File: src/sv/knnh_pkg.sv
// shared types and constants of the knn heap block
`default_nettype none
package knnh_pkg;
   localparam int DIST_W = 40;
   localparam logic [DIST_W-1:0] DIST_MAX = {DIST_W{1'b1}};

   localparam int DEF_MAX_NEIGHBOURS = 16;
   localparam int DEF_MAX_FEATURES = 64;
   localparam int DEF_FEATURE_WIDTH = 16;

   localparam int POS_W = 6;
   localparam int K_W = 5;
   localparam int LABEL_W = 16;
   localparam int INDEX_W = 16;

   localparam logic [1:0] MODE_TEST = 2'd0;
   localparam logic [1:0] MODE_TRAIN = 2'd1;
   localparam logic [1:0] MODE_PASS = 2'd2;

   localparam logic REG_K = 1'b0;
   localparam logic REG_LABEL = 1'b1;

   typedef struct packed {
      logic m;
      logic [DIST_W-1:0] d;
   } heap_entry_type;

   typedef struct packed {
      logic busy;
      logic done;
      logic [DIST_W-1:0] distance;
   } dist_status_type;
endpackage
`default_nettype wire

File: src/sv/knnh_dist.sv
// test vector memory and squared distance accumulator
`default_nettype none
module knnh_dist #(
   parameter int MAX_FEATURES = knnh_pkg::DEF_MAX_FEATURES,
   parameter int FEATURE_WIDTH = knnh_pkg::DEF_FEATURE_WIDTH
) (
   input wire logic clock,
   input wire logic reset,
   input wire logic wr_valid,
   input wire logic el_valid,
   input wire logic clear,
   input wire logic [knnh_pkg::POS_W-1:0] pos,
   input wire logic [FEATURE_WIDTH-1:0] value,
   input wire logic last,
   output knnh_pkg::dist_status_type status
);
   localparam int FA = (MAX_FEATURES > 1) ? $clog2(MAX_FEATURES) : 1;
   localparam int W = FEATURE_WIDTH;
   localparam int SQ_W = 2 * W;
   localparam int EXT_W = ((SQ_W > knnh_pkg::DIST_W) ? SQ_W : knnh_pkg::DIST_W) + 1;

   logic [W-1:0] tv [MAX_FEATURES];
   logic [W-1:0] tr_ff;
   logic [FA-1:0] addr;
   logic in_range;

   logic v1_ff, last1_ff, in1_ff;
   logic [W-1:0] val1_ff;
   logic v2_ff, last2_ff;
   logic [SQ_W-1:0] sq2_ff, sq2_in;
   logic [knnh_pkg::DIST_W-1:0] dsum_ff, dsum_in, dist_ff;
   logic done_ff;

   logic signed [W:0] diff;
   logic [W-1:0] mag;
   logic [EXT_W-1:0] sum_ext;
   logic [knnh_pkg::DIST_W-1:0] sum_sat;

   assign in_range = 32'(pos) < 32'(MAX_FEATURES);
   assign addr = FA'(pos);

   always_ff @(posedge clock) begin
      if (wr_valid && in_range) begin
         tv[addr] <= value;
      end
      tr_ff <= tv[addr];
   end

   // element difference and square
   always_comb begin
      diff = $signed({val1_ff[W-1], val1_ff}) - $signed({tr_ff[W-1], tr_ff});
      mag = diff[W] ? W'(-diff) : W'(diff);
      sq2_in = in1_ff ? SQ_W'(mag) * SQ_W'(mag) : '0;
   end

   // saturating accumulate
   always_comb begin
      sum_ext = EXT_W'(dsum_ff) + EXT_W'(sq2_ff);
      sum_sat = (sum_ext > EXT_W'(knnh_pkg::DIST_MAX)) ? knnh_pkg::DIST_MAX
                                                      : knnh_pkg::DIST_W'(sum_ext);
      dsum_in = dsum_ff;
      if (clear) begin
         dsum_in = '0;
      end else if (v2_ff) begin
         dsum_in = last2_ff ? '0 : sum_sat;
      end
   end

   always_ff @(posedge clock) begin
      if (reset) begin
         v1_ff <= 1'b0;
         v2_ff <= 1'b0;
         done_ff <= 1'b0;
         dsum_ff <= '0;
      end else begin
         v1_ff <= el_valid;
         v2_ff <= v1_ff;
         done_ff <= v2_ff && last2_ff;
         dsum_ff <= dsum_in;
      end
   end

   always_ff @(posedge clock) begin
      val1_ff <= value;
      last1_ff <= last;
      in1_ff <= in_range;
      last2_ff <= last1_ff;
      sq2_ff <= sq2_in;
      if (v2_ff && last2_ff) begin
         dist_ff <= sum_sat;
      end
   end

   assign status.busy = v1_ff | v2_ff | done_ff;
   assign status.done = done_ff;
   assign status.distance = dist_ff;
endmodule
`default_nettype wire

File: src/sv/knnh_heap.sv
// max-heap memory with sift-up and sift-down sequencer
`default_nettype none
module knnh_heap #(
   parameter int MAX_NEIGHBOURS = knnh_pkg::DEF_MAX_NEIGHBOURS
) (
   input wire logic clock,
   input wire logic reset,
   input wire logic clear,
   input wire logic op_valid,
   input wire logic [knnh_pkg::DIST_W-1:0] op_distance,
   input wire logic op_match,
   input wire logic [knnh_pkg::K_W-1:0] neighbour_count,
   output logic busy,
   output logic done,
   output logic [knnh_pkg::K_W-1:0] match_total,
   output logic [1:0] match_change
);
   localparam int N = MAX_NEIGHBOURS;
   localparam int HA = (N > 1) ? $clog2(N) : 1;
   localparam int HF = $clog2(N + 1);
   localparam int CW = HF + 1;

   typedef enum logic [4:0] {
      H_IDLE = 5'b00001,
      H_UP = 5'b00010,
      H_ROOT = 5'b00100,
      H_DOWN = 5'b01000,
      H_LAST = 5'b10000
   } hstate_type;

   knnh_pkg::heap_entry_type mem [N];
   knnh_pkg::heap_entry_type rda_ff, rdb_ff, cur_ff, cur_in, wd;
   logic [HA-1:0] ra, rb, wa, hole_ff, hole_in, par;
   logic we;

   hstate_type state_ff, state_in;
   logic [HF-1:0] fill_ff, fill_in, mcount_ff, mcount_in, old_ff, old_in;
   logic done_ff, done_in;
   logic [HF-1:0] k_eff;
   logic [CW-1:0] lc, rc, tc, nl;
   logic pick_r;
   knnh_pkg::heap_entry_type td;

   always_ff @(posedge clock) begin
      if (we) begin
         mem[wa] <= wd;
      end
      rda_ff <= mem[ra];
      rdb_ff <= mem[rb];
   end

   always_comb begin
      if (neighbour_count == '0) begin
         k_eff = HF'(1);
      end else if (32'(neighbour_count) > 32'(N)) begin
         k_eff = HF'(N);
      end else begin
         k_eff = HF'(neighbour_count);
      end
   end

   always_comb begin
      state_in = state_ff;
      fill_in = fill_ff;
      mcount_in = mcount_ff;
      old_in = old_ff;
      hole_in = hole_ff;
      cur_in = cur_ff;
      done_in = 1'b0;
      ra = '0;
      rb = '0;
      we = 1'b0;
      wa = hole_ff;
      wd = cur_ff;
      par = HA'((hole_ff - HA'(1)) >> 1);
      lc = (CW'(hole_ff) << 1) + CW'(1);
      rc = lc + CW'(1);
      pick_r = (rc < CW'(fill_ff)) && (rdb_ff.d > rda_ff.d);
      tc = pick_r ? rc : lc;
      td = pick_r ? rdb_ff : rda_ff;
      nl = (tc << 1) + CW'(1);
      case (state_ff)
         H_IDLE: begin
            if (clear) begin
               fill_in = '0;
               mcount_in = '0;
            end else if (op_valid) begin
               cur_in = '{m: op_match, d: op_distance};
               old_in = mcount_ff;
               if (fill_ff < k_eff) begin
                  hole_in = HA'(fill_ff);
                  fill_in = fill_ff + HF'(1);
                  mcount_in = mcount_ff + HF'(op_match);
                  if (fill_ff == '0) begin
                     we = 1'b1;
                     wa = '0;
                     wd = '{m: op_match, d: op_distance};
                     done_in = 1'b1;
                  end else begin
                     ra = HA'((fill_ff - HF'(1)) >> 1);
                     state_in = H_UP;
                  end
               end else begin
                  ra = '0;
                  state_in = H_ROOT;
               end
            end
         end
         H_UP: begin
            we = 1'b1;
            if (cur_ff.d > rda_ff.d) begin
               wd = rda_ff;
               hole_in = par;
               if (par == '0) begin
                  state_in = H_LAST;
               end else begin
                  ra = HA'((par - HA'(1)) >> 1);
               end
            end else begin
               state_in = H_IDLE;
               done_in = 1'b1;
            end
         end
         H_ROOT: begin
            if (cur_ff.d < rda_ff.d) begin
               mcount_in = mcount_ff - HF'(rda_ff.m) + HF'(cur_ff.m);
               hole_in = '0;
               if (CW'(fill_ff) > CW'(1)) begin
                  ra = HA'(1);
                  rb = HA'(2);
                  state_in = H_DOWN;
               end else begin
                  we = 1'b1;
                  wa = '0;
                  state_in = H_IDLE;
                  done_in = 1'b1;
               end
            end else begin
               state_in = H_IDLE;
               done_in = 1'b1;
            end
         end
         H_DOWN: begin
            we = 1'b1;
            if (cur_ff.d < td.d) begin
               wd = td;
               hole_in = HA'(tc);
               if (nl < CW'(fill_ff)) begin
                  ra = HA'(nl);
                  rb = HA'(nl + CW'(1));
               end else begin
                  state_in = H_LAST;
               end
            end else begin
               state_in = H_IDLE;
               done_in = 1'b1;
            end
         end
         H_LAST: begin
            we = 1'b1;
            state_in = H_IDLE;
            done_in = 1'b1;
         end
         default: begin
            state_in = H_IDLE;
         end
      endcase
   end

   always_ff @(posedge clock) begin
      if (reset) begin
         state_ff <= H_IDLE;
         fill_ff <= '0;
         mcount_ff <= '0;
         done_ff <= 1'b0;
      end else begin
         state_ff <= state_in;
         fill_ff <= fill_in;
         mcount_ff <= mcount_in;
         done_ff <= done_in;
      end
   end

   always_ff @(posedge clock) begin
      old_ff <= old_in;
      hole_ff <= hole_in;
      cur_ff <= cur_in;
   end

   assign busy = (state_ff != H_IDLE);
   assign done = done_ff;
   assign match_total = knnh_pkg::K_W'(mcount_ff);
   assign match_change = 2'(CW'(mcount_ff) - CW'(old_ff));

`ifndef SYNTHESIS
   a_fill_bound: assert property (@(posedge clock) disable iff (reset)
      32'(fill_ff) <= 32'(N)) else $error("heap fill above depth");
   a_match_bound: assert property (@(posedge clock) disable iff (reset)
      mcount_ff <= fill_ff) else $error("match count above fill");
   a_done_idle: assert property (@(posedge clock) disable iff (reset)
      done_ff |-> state_ff == H_IDLE) else $error("result while sifting");
   a_op_idle: assert property (@(posedge clock) disable iff (reset)
      (state_ff == H_IDLE && op_valid && !clear) |=> (done_ff || state_ff != H_IDLE))
      else $error("heap request lost");
`endif
endmodule
`default_nettype wire

File: src/sv/knn_heap_marginal_utility.sv
// top level of the knn top-k heap block with marginal label utility
`default_nettype none
// usage
//   requests enter on start while busy is low; req_mode selects a test element
//   write, a training element, or a new permutation pass
//   a test element is written directly; a training element passes in turn
//   through the test vector memory read, the squaring multiplier and
//   the saturating accumulator
//   on the last element of a training vector the heap sequencer runs: a fill
//   sifts the new entry up (no moves for the first entry), a replace checks
//   the root and sifts the sample down from it (no moves when the sample
//   stays out), at most about log2 K moves; one result then appears on the
//   rsp_ ports with rsp_strobe high for one cycle
//   the heap memory has one write and two read ports with registered reads;
//   the write of a sift step never hits the entries read in that step
//   configuration goes through the apb port; registers, selected by paddr[2]:
//   0 neighbour count, 1 test label, to be written by the user only while
//   idle (not enforced by the block); reset clears the pass state, sets k to 1
//   and the label to 0; the test vector and heap memories hold garbage until
//   written; results cannot be stalled; the receiver must take every strobe
module knn_heap_marginal_utility #(
   parameter int MAX_NEIGHBOURS = knnh_pkg::DEF_MAX_NEIGHBOURS,
   parameter int MAX_FEATURES = knnh_pkg::DEF_MAX_FEATURES,
   parameter int FEATURE_WIDTH = knnh_pkg::DEF_FEATURE_WIDTH
) (
   input wire logic clock,
   input wire logic reset,
   input wire logic start,
   output logic busy,
   input wire logic [1:0] req_mode,
   input wire logic [knnh_pkg::POS_W-1:0] req_feature_pos,
   input wire logic [FEATURE_WIDTH-1:0] req_feature_value,
   input wire logic req_last_element,
   input wire logic [knnh_pkg::INDEX_W-1:0] req_sample_index,
   input wire logic [knnh_pkg::LABEL_W-1:0] req_sample_label,
   output logic rsp_strobe,
   output logic [knnh_pkg::INDEX_W-1:0] rsp_result_index,
   output logic [knnh_pkg::K_W-1:0] rsp_match_total,
   output logic signed [1:0] rsp_match_change,
   input wire logic psel,
   input wire logic penable,
   input wire logic pwrite,
   input wire logic [2:0] paddr,
   input wire logic [31:0] pwdata,
   output logic [31:0] prdata,
   output logic pready
);
   logic accept;
   logic wr_valid, el_valid, clear;
   logic [knnh_pkg::K_W-1:0] k_ff;
   logic [knnh_pkg::LABEL_W-1:0] label_ff;
   logic [knnh_pkg::INDEX_W-1:0] idx_ff;
   logic match_ff;
   logic heap_busy;
   logic [1:0] change;
   knnh_pkg::dist_status_type dstat;

   // request decode
   assign accept = start && !busy;
   assign wr_valid = accept && (req_mode == knnh_pkg::MODE_TEST);
   assign el_valid = accept && (req_mode == knnh_pkg::MODE_TRAIN);
   assign clear = accept && (req_mode == knnh_pkg::MODE_PASS);

   // sample tag and label compare captured with each training element
   always_ff @(posedge clock) begin
      if (el_valid) begin
         idx_ff <= req_sample_index;
         match_ff <= (req_sample_label == label_ff);
      end
   end

   // register file
   always_ff @(posedge clock) begin
      if (reset) begin
         k_ff <= knnh_pkg::K_W'(1);
         label_ff <= '0;
      end else if (psel && penable && pwrite) begin
         if (paddr[2] == knnh_pkg::REG_K) begin
            k_ff <= pwdata[knnh_pkg::K_W-1:0];
         end else begin
            label_ff <= pwdata[knnh_pkg::LABEL_W-1:0];
         end
      end
   end

   assign pready = 1'b1;
   assign prdata = (paddr[2] == knnh_pkg::REG_LABEL) ? 32'(label_ff) : 32'(k_ff);

   knnh_dist #(
      .MAX_FEATURES(MAX_FEATURES),
      .FEATURE_WIDTH(FEATURE_WIDTH)
   ) u_dist (
      .clock(clock),
      .reset(reset),
      .wr_valid(wr_valid),
      .el_valid(el_valid),
      .clear(clear),
      .pos(req_feature_pos),
      .value(req_feature_value),
      .last(req_last_element),
      .status(dstat)
   );

   // heap update starts as soon as a vector distance is final
   knnh_heap #(
      .MAX_NEIGHBOURS(MAX_NEIGHBOURS)
   ) u_heap (
      .clock(clock),
      .reset(reset),
      .clear(clear),
      .op_valid(dstat.done),
      .op_distance(dstat.distance),
      .op_match(match_ff),
      .neighbour_count(k_ff),
      .busy(heap_busy),
      .done(rsp_strobe),
      .match_total(rsp_match_total),
      .match_change(change)
   );

   // one request in flight at a time
   assign busy = dstat.busy || heap_busy;
   assign rsp_result_index = idx_ff;
   assign rsp_match_change = $signed(change);
endmodule
`default_nettype wire

File: config.mk
export PLATFORM = sky130hd
export DESIGN_NAME = knn_heap_marginal_utility
export DESIGN_NICKNAME = d
export VERILOG_FILES = /design/src/sv/knnh_pkg.sv /design/src/sv/knnh_dist.sv /design/src/sv/knnh_heap.sv /design/src/sv/knn_heap_marginal_utility.sv
export SDC_FILE = /design/constraint.sdc
export NUM_CORES = 2
export LEC_CHECK = 0
export BUFFER_PORTS_ARGS = -buffer_cell sky130_fd_sc_hd__buf_2
export CAP_MARGIN = 30
export CORE_AREA = 5 5 644 327
export CTS_CLUSTER_SIZE = 20
export DETAILED_ROUTE_END_ITERATION = 6
export DIE_AREA = 0 0 649 332
export SYNTH_ARGS = -nofsm -noshare
export SYNTH_HDL_FRONTEND = slang
export SYNTH_SLANG_ARGS = --single-unit
File: constraint.sdc
create_clock -name clock -period 12.6 [get_ports clock]
set_input_delay 2.52 -clock clock [delete_from_list [all_inputs] [get_ports clock]]
set_output_delay 2.52 -clock clock [all_outputs]
set_load 0.02 [all_outputs]
==> out/results.ini <==
[sta]
period_minus_slack_ns=10.56
post-route-period-util_pct=83.8
setup_viol=0
fin_skew_ns=0.0888
worst_pin_slew_ns=1.27
tns_ns=0
max_freq_mhz=94.7
final_hold_viol_count=0
drv_slew=0
slew_headroom_pct=14.5
grt_setup_unrepaired=no

[setup_path]
cp_slowest_cell=xor2_1
critical_path_class=register to register
cp_data_arrival_time_ns=11.32
path_max_fanout=8
crit_required_ns=13.36
end_kind=register
regToRegSetupSlack_ns=2.04
cp_common_cell=fa_1
start_kind=register
cpPeakStageDelay_ns=0.93

[global_route]
grt_pass1_vias=56400
overflow=0
grt_start_max_net_pins=134
grt_pass1_wl_um=399000
antenna_found_initial=14
grt_usage_pct=25.0

[clock_tree]
clockBufferDepth=4
clkLatencyLatePin_ns=0.86
htreeDepth=4
numClockSinks=2011
clkTransAtPathRegs_ns=0.07
ctsResizeCount=0
cts_made_buffers=189
hold_buffers=0
cts_root_buffer=clkbuf_16
postCtsSetupRepairBufs=0
cts_tree=yes

[floorplanning]
die_w_um=649
start_util_pct=43.6
die_y_um=332
io_pins=156
placeableCoreArea_um2=205000
die_area_um2=215000
row_count=118

[worst_hold_path]
holdCritPathClass=register to register

[synth]
synth.most_common_cell=edfxtp_1
syn_area_um2=89400
synth_top_cell_area_share_pct=59.9
synth_common_cells=edfxtp_1, nand2_1, a22oi_1
yosysWarnings=0
yosys.area.top_type=edfxtp_1
synth-seq-cells=2011
yosysSeqAreaShare_pct=65.0
yosys-top-cells-area=edfxtp_1, dfxtp_1, ha_1, nand2_1, fa_1
synth_cell_types=86
netlist_instances=6761
synth_edf_count=1784
syn_avg_cell_area_um2=13.2
ys.flop_type=edfxtp_1
synth-async-reset-ratio_pct=0

[route]
met2_length_um=102000
vias=59500
ant_nets=0
routed.top_layer=met5
drtIter0Drc=8490
vias_per_cell=6.02
wl_met1_um=128000
drc=4
route.detailed.wl_per_inst_um=28.0
wirelength_um=277000
first_pass_iters=7
dr_wl_met3_um=43900

[run]
cap_violations=0

[status]
violations=DRC
status=finished, violations left

[place]
port-buffer-count=120
dpl.hpwl_um=171000
gp_congestion=0.916

[layout]
nNetsFinal=7524
area_growth_pct=12.5
drive_gt1_share_pct=11.5

## state kept, by name, summed over array words and instances (netlist names), 31 cells and up
signal          flops
u_heap.rdb_ff      41
u_heap.mem        656
u_dist.dsum_ff     40
u_dist.tv        1024
u_dist.dist_ff     40
u_heap.cur_ff      41
u_heap.rda_ff      41
u_dist.sq2_ff      31
## stage by stage
stage / hold WS (ns) / cell area, um2 / instances / setup slack, ns / utilization, %
2_1_floorplan: 0.310 / 89400 / 6776 / 3.56 / -
3_3_place_gp: 0.316 / 94000 / 9487 / 2.22 / 45.8
3_5_place_dp: 0.328 / 94200 / 9509 / 2.15 / 45.9
4_1_cts: 0.342 / 100000 / 9851 / 2.06 / 48.9
5_1_grt: 0.356 / 101000 / 9877 / 1.36 / 49.0
6_report: 0.343 / 101000 / 9883 / 2.04 / 49.0
## logic make-up (layout without fill, tap and decap cells)
logic type | after synthesis | in the layout | synth area share (%)
AOI/OAI and AO/OA | 1591 | 1591 | 12.5
xor gates and xnor gates | 124 | 124 | 1.23
adders and majority gates | 460 | 460 | 7.82
buffers and inverters | 734 | 1075 | 3.25
DFF | 2011 | 2011 | 65.0
muxes | 178 | 178 | 2.12
other | 2 | 23 | 0.00840
and+or+nand+nor | 1661 | 1661 | 8.06
## cells in the final DEF (no fill, tap or decap), drive strengths merged, types with 227 or more instances in the layout
master     n
a21oi    353
a22oi    413
buf      371
clkbuf   256
dfxtp    227
edfxtp  1784
ha       296
inv      362
nand2    880
nor2     325
## critical path: cells and delay by family (launching register included)
kind,cells,cell delay [ns]
buffers and inverters,5,0.43
xor gates and xnor gates,2,1.06
adders and majority gates,9,4.04
DFF,1,0.31
and+or+nand+nor,5,0.92
AOI/OAI and AO/OA,14,3.70
## cell type report
cell class | instances | area [um2]
timing repair buffer | 372 | 2720
inverter | 361 | 1360
sequential | 2011 | 58100
tap | 2760 | 3450
fill | 17600 | 105000
multi-input combinational | 4031 | 28800
clock inverter | 87 | 923
clock buffer | 255 | 5150
antenna | 6 | 15.0
## path summary, 6_finish.rpt
| check | startpoint | endpoint | cells after the start |
|---|---|---|---|
| setup reg to reg | u_dist.val1_ff[0] | u_dist.sq2_ff[31] | 35 |
| hold / removal | u_dist.last1_ff | u_dist.last2_ff | 0 |
| setup / recovery | u_dist.val1_ff[0] | u_dist.sq2_ff[31] | 35 |
| hold reg to reg | u_dist.last1_ff | u_dist.last2_ff | 0 |
## routing by layer
metal	vias up	global-route usage, %
li1	25900	-
met1	29700	40.1
met2	3602	30.5
met3	305	11.2
met4	2	4.29
met5	-	0
Power is not shown: default switching activity piles up to over one toggle a cycle in this logic, so the estimate is an artifact.
